[src/hw/rtl/bwt_backward_search_unit_assert.svh]
// Assertion macros for the backward search RTL.
// Included by files that carry concurrent checks; no other dependencies.
`ifndef BWT_BACKWARD_SEARCH_UNIT_ASSERT_SVH
`define BWT_BACKWARD_SEARCH_UNIT_ASSERT_SVH
// Check an implication on every clock, off during reset.
`define BSU_ASSERT_IMP(lbl, ante, cons) \
  lbl: assert property (@(posedge clk) disable iff (!rst_n) (ante) |-> (cons)) \
    else $error("bsu check failed");
// Check an implication in the next cycle.
`define BSU_ASSERT_NXT(lbl, ante, cons) \
  lbl: assert property (@(posedge clk) disable iff (!rst_n) (ante) |=> (cons)) \
    else $error("bsu check failed");
`endif

[src/hw/rtl/bwt_pkg.sv]
// Shared types and constants for the backward search unit.
// No dependencies.
package bwt_pkg;
  localparam int unsigned MaxLenDef   = 65536;
  localparam int unsigned AlphabetDef = 256;

  typedef enum logic [1:0] {
    KIND_LOAD = 2'd0, KIND_FINISH = 2'd1, KIND_PATTERN = 2'd2, KIND_READ = 2'd3
  } kind_t;

  typedef enum logic [1:0] {
    RES_LOAD = 2'd0, RES_QUERY = 2'd1, RES_READ = 2'd2
  } res_kind_t;

  // controller to datapath
  typedef struct packed {
    logic load_wr;     // store one load word
    logic latch_in;    // capture the input word
    logic pfx_clear;   // restart prefix sum
    logic pfx_step;    // one prefix-sum entry
    logic first_set;   // set interval from offsets
    logic scan_init;   // prepare narrowing
    logic scan_lo;     // issue low-side read
    logic scan_hi;     // issue high-side read
    logic narrow_done; // commit new interval
    logic mark_empty;
    logic query_set;
    logic query_clr;
    logic rd_issue;
    logic out_query;
    logic out_read;
    logic out_load;
  } bwt_cmd_t;

  // datapath to controller
  typedef struct packed {
    logic pfx_last;
    logic query_active;
    logic intv_empty;
    logic scan_skip;  // narrowing is empty up front
    logic lo_hit;
    logic lo_end;
    logic hi_hit;
    logic clr_busy;   // count and offset tables still clearing
  } bwt_sts_t;
endpackage

[src/hw/rtl/bwt_ctrl.sv]
// Controller FSM: sequences loads, prefix sums, scans and results.
// Depends on bwt_pkg and the assertion macro header.
`include "bwt_backward_search_unit_assert.svh"
module bwt_ctrl import bwt_pkg::*; (
  input  logic       clk,
  input  logic       rst_n,
  input  logic       in_valid,
  output logic       in_ready,
  input  logic [1:0] in_kind,
  input  logic       in_last_symbol,
  output logic       out_valid,
  input  logic       out_ready,
  output bwt_cmd_t   cmd,
  input  bwt_sts_t   sts
);
  typedef enum logic [9:0] {
    S_IDLE = 10'b0000000001, S_LOAD = 10'b0000000010, S_PFX = 10'b0000000100,
    S_PAT  = 10'b0000001000, S_SLO  = 10'b0000010000, S_SHI = 10'b0000100000,
    S_RD   = 10'b0001000000, S_RD2  = 10'b0010000000, S_FIN = 10'b0100000000,
    S_OUT  = 10'b1000000000
  } state_t;

  state_t state_r, state_nxt;
  logic last_r, last_nxt, ov_r, ov_nxt, lo_first_r, lo_first_nxt;
  logic [1:0] kind_r, kind_nxt;
  logic out_free;

  assign in_ready  = (state_r == S_IDLE) && !sts.clr_busy;
  assign out_valid = ov_r;
  // result register can take a new word this cycle
  assign out_free  = !ov_r || out_ready;

  always_comb begin
    state_nxt = state_r; last_nxt = last_r; kind_nxt = kind_r; ov_nxt = ov_r;
    lo_first_nxt = lo_first_r;
    cmd = '0;
    if (ov_r && out_ready) ov_nxt = 1'b0;
    unique case (state_r)
      S_IDLE: begin
        if (in_valid && in_ready) begin
          cmd.latch_in = 1'b1; last_nxt = in_last_symbol; kind_nxt = in_kind;
          unique case (kind_t'(in_kind))
            KIND_LOAD:    state_nxt = S_LOAD;
            KIND_FINISH:  begin cmd.pfx_clear = 1'b1; state_nxt = S_PFX; end
            KIND_PATTERN: state_nxt = S_PAT;
            KIND_READ:    state_nxt = S_RD;
            default:      state_nxt = S_IDLE;
          endcase
        end
      end
      S_LOAD: begin cmd.load_wr = 1'b1; state_nxt = S_IDLE; end
      S_PFX: begin
        cmd.pfx_step = 1'b1;
        if (sts.pfx_last) state_nxt = S_OUT;
      end
      S_PAT: begin
        if (!sts.query_active) begin
          cmd.first_set = 1'b1; state_nxt = S_FIN;
        end else if (sts.intv_empty) begin
          state_nxt = S_FIN;
        end else if (sts.scan_skip) begin
          cmd.mark_empty = 1'b1; state_nxt = S_FIN;
        end else begin
          cmd.scan_init = 1'b1; lo_first_nxt = 1'b1; state_nxt = S_SLO;
        end
      end
      S_SLO: begin
        // issue next read unless current result settles the low end
        lo_first_nxt = 1'b0;
        if (!lo_first_r && sts.lo_hit) begin
          lo_first_nxt = 1'b1; state_nxt = S_SHI;
        end else if (!lo_first_r && sts.lo_end) begin
          cmd.mark_empty = 1'b1; state_nxt = S_FIN;
        end else begin
          cmd.scan_lo = 1'b1;
        end
      end
      S_SHI: begin
        lo_first_nxt = 1'b0;
        if (!lo_first_r && sts.hi_hit) begin
          cmd.narrow_done = 1'b1; state_nxt = S_FIN;
        end else begin
          cmd.scan_hi = 1'b1;
        end
      end
      S_RD:  state_nxt = S_RD2;
      S_RD2: begin
        if (out_free) begin
          cmd.out_read = 1'b1; ov_nxt = 1'b1; state_nxt = S_IDLE;
        end
      end
      S_FIN: begin
        if (last_r) begin
          // hold until the result register frees up
          if (out_free) begin
            cmd.query_clr = 1'b1; cmd.out_query = 1'b1; ov_nxt = 1'b1;
            state_nxt = S_IDLE;
          end
        end else begin
          cmd.query_set = 1'b1; state_nxt = S_IDLE;
        end
      end
      S_OUT: begin
        if (out_free) begin
          cmd.query_clr = 1'b1; cmd.out_load = 1'b1; ov_nxt = 1'b1;
          state_nxt = S_IDLE;
        end
      end
      default: state_nxt = S_IDLE;
    endcase
  end

  always_ff @(posedge clk) begin
    if (!rst_n) begin
      state_r <= S_IDLE; ov_r <= 1'b0; last_r <= 1'b0; kind_r <= '0;
      lo_first_r <= 1'b0;
    end else begin
      state_r <= state_nxt; ov_r <= ov_nxt; last_r <= last_nxt; kind_r <= kind_nxt;
      lo_first_r <= lo_first_nxt;
    end
  end

  `BSU_ASSERT_IMP(a_busy_no_accept, state_r != S_IDLE, !in_ready)
  `BSU_ASSERT_NXT(a_pfx_result, state_r == S_OUT && out_free, out_valid)
  `BSU_ASSERT_NXT(a_out_hold, out_valid && !out_ready, out_valid)
  `BSU_ASSERT_IMP(a_kind_used, state_r == S_LOAD, kind_r == KIND_LOAD)
endmodule

[config.mk]
export PLATFORM = sky130hd
export DESIGN_NAME = bwt_ctrl
export DESIGN_NICKNAME = d
export VERILOG_FILES = /design/src/hw/rtl/bwt_pkg.sv /design/src/hw/rtl/bwt_ctrl.sv
export VERILOG_INCLUDE_DIRS = /design/src /design/src/hw/rtl
export SDC_FILE = /design/constraint.sdc
export NUM_CORES = 1
export LEC_CHECK = 0
export BUFFER_PORTS_ARGS = -buffer_cell sky130_fd_sc_hd__buf_2
export CORE_MARGIN = 8
export CORE_UTILIZATION = 50
export CTS_BUF_LIST = sky130_fd_sc_hd__clkbuf_8
export DETAILED_ROUTE_END_ITERATION = 6
export PLACE_DENSITY_LB_ADDON = 0.1
export REMOVE_ABC_BUFFERS = 1
export SLEW_MARGIN = 30
export SYNTH_ARGS = -nofsm -noshare
export SYNTH_HDL_FRONTEND = slang
export SYNTH_SLANG_ARGS = --single-unit
[constraint.sdc]
create_clock -name clk -period 2 [get_ports clk]
set_clock_uncertainty 0.2 [all_clocks]
set_input_delay 0.2 -clock clk [delete_from_list [all_inputs] [get_ports clk]]
set_output_delay 0.2 -clock clk [all_outputs]
set_load 0.005 [all_outputs]
==> results_dict.tcl <==
set metrics [dict create \
    ant_nets 0 \
    cellInternalPower_w 0.000596 \
    first_pass_iters 4 \
    tightest_slew_ns 0.495 \
    synth_edf_count 0 \
    synth_top_area_cell "dfxtp_1" \
    num_vias 1184 \
    syn_inst 133 \
    p_leak_nw 0.645 \
    clk_latency_ns 0.24 \
    dpl.hpwl_mm 2.27 \
    p_sw_w 0.000305 \
    nets 200 \
    drc 0 \
    crit_arrival_ns 1.67 \
    fin_ws_ns -0.0723 \
    status "finished, violations left" \
    core_um2 2130 \
    viasPerCell 5.58 \
    grt_pass1_vias 1204 \
    path_max_fanout 4 \
    diodes 0 \
    start_util_pct 50.7 \
    failed_checks "negative setup slack" \
    synth_most_common_cell "nor2_1" \
    max_slew_margin_pct 66.5 \
    ys_types 52 \
    drive_gt1_share_pct 52.2 \
    n_fill_cell 179 \
    clkSinkCount 13 \
    area_growth_pct 42.9 \
    clock_path_buffers 2 \
    whs_ns 0.0132 \
    cts_inserted_buffers 3 \
    clkTransAtPathRegs_ns 0.06 \
    root_buffer "clkbuf_8" \
    syn_area_um2 1080 \
    ys.warnings.count 0 \
    grt_pass1_wl_mm 5.16 \
    cap_violations 0 \
    post_drt_wl_per_cell_um 15.3 \
    worstSetupPathType "reg -> out" \
    cts_tree "yes" \
    slew_violations 0 \
    synth_ff_type "dfxtp_1" \
    post-route-min-period_ns 2.07 \
    final_cells 212 \
    grt_overflow_total 0 \
    hold_violations 0 \
    fmax_mhz 483 \
    p_seq_share_pct 33.8 \
    ys_seq_area_share_pct 24.1 \
    die_w_um 62.4 \
    cp.required_ns 1.60 \
    std_cell_rows 17 \
    dp_cells 193 \
    grt_usage_pct 15.3 \
    dieArea_um2 3900 \
    timing.setup.tns_ns -0.512 \
    pin_count 33 \
    synth_top_area_share_pct 24.1 \
    powerDensity_nw_per_um2 585 \
    port_buffers 31 \
    startpoint_type "register" \
    die_h_um 62.4 \
    worstHoldPathType "in -> reg" \
    dp_slack_ns 0.0234 \
    synthArstFlopShare_pct 0 \
    worst_setup_path_end_kind "primary output" \
    combPwrFrac_pct 39.7 \
    antenna_found_initial 0 \
    switching_share_pct 33.8 \
    rr_worst_depth 6 \
    drt-initial-drc-count 53 \
    synth_area_leaders "dfxtp_1 (24%), nor2_1 (5.6%), nand2_1 (3.8%)" \
    vdd_ir_drop_max_v 0.000702 \
    post-route-util_pct 72.5 \
    clockPowerShare_pct 26.4 \
    synth-seq-cells 13 \
    holdPathStages 3 \
    gp_congestion 0.861 \
    syn_avg_cell_area_um2 8.11 \
    grt_max_degree 11 \
    fin_crit_sh_pct 104 \
    htreeDepth 1 \
    setup_viol 13 \
    synthTopCellsByCount "nor2_1 (16), dfxtp_1 (13), nand2_1 (11)" \
    rsz0062_at_grt "yes" \
    drt-total-wl_mm 3.24 \
]
[sequential cells by signal (all words and copies together) (netlist names)]
signal	count
last_r	1
lo_first_r	1
out_valid	1
state_r	10
[routing by layer]
layer,up-vias,track usage (%),part of all wire [%]
li1,592,-,-
met4,0,1.71,0.31
met1,557,16.3,42
met2,33,28.8,51
met3,2,5.56,5.8
met5,-,0,0
[cell type report]
class,count,area [um2],share of cell area [%]
multi-input cells,108,807,52.4
repair buffers,56,362,23.5
flip-flops and latches,13,278,18.0
clock buffers,3,41.3,2.68
well taps,28,35.0,2.27
inverters,3,13.8,0.893
clock inverters,1,5.00,0.325
[per-stage QoR]
stage | cell area [um2] | total power (W)
3_5_place_dp | 1250 | 0.000532
4_1_cts | 1440 | 0.000834
3_3_place_gp | 1250 | 0.000530
2_1_floorplan | 983 | 0.000446
5_1_grt | 1540 | 0.000948
6_report | 1540 | 0.000901
[critical path, stage by stage (launching register included)]
cell and delay, ns:
dfxtp_4 0.34, buf_4 0.14, nor4_4 0.34, nand4_1 0.19, buf_4 0.20, nor2_4 0.10
buf_2 0.11
[power by group through the flow]
| stage | logic (W) | clock network [W] | registers [W] |
|---|---|---|---|
| floorplan | 0.000148 | 0 | 0.000298 |
| global placement | 0.000227 | 0 | 0.000302 |
| detailed placement | 0.000229 | 0 | 0.000303 |
| CTS | 0.000294 | 0.000243 | 0.000296 |
| global route | 0.000390 | 0.000252 | 0.000306 |
| finish | 0.000358 | 0.000238 | 0.000305 |
[repair_timing]
item	in CTS	in global routing
hold buffers	2	0
endpoints found under the setup margin	14	21
pin swaps	10	4
resized for setup	15	21
hold endpoints to repair	1	0
buffers inserted	9	4
[cell usage in the layout (no fill, tap or decap), types with 4 or more instances in the layout]
cell      Yosys  routed
a22oi_1       5       5
nor2b_1       6       6
a21oi_1       4       4
nor2_1       16      12
nand3b_1      4       4
buf_2         0      30
nand2_1      11      10
buf_4         4      21
nand2b_1      4       4
dfxtp_2       0       8
[cell families after synthesis]
logic type / after synthesis / share of synthesized area (%)
xor gates and xnor gates: 1 / 0.812
buffers and inverters: 12 / 9.86
muxes: 2 / 1.86
other: 1 / 0.348
DFF: 13 / 24.1
and+or+nand+nor: 74 / 41.2
AOI/OAI and AO/OA: 30 / 21.8
[path summary, 6_finish.rpt]
check,start,endpoint,slack [ns]
max,state_r[9],cmd[14],-0.07
min,in_last_symbol,last_r,0.01
max reg2reg,state_r[9],state_r[1],-0.05
min reg2reg,lo_first_r,lo_first_r,0.36
Note: power is estimated with default switching activity, not from simulation.
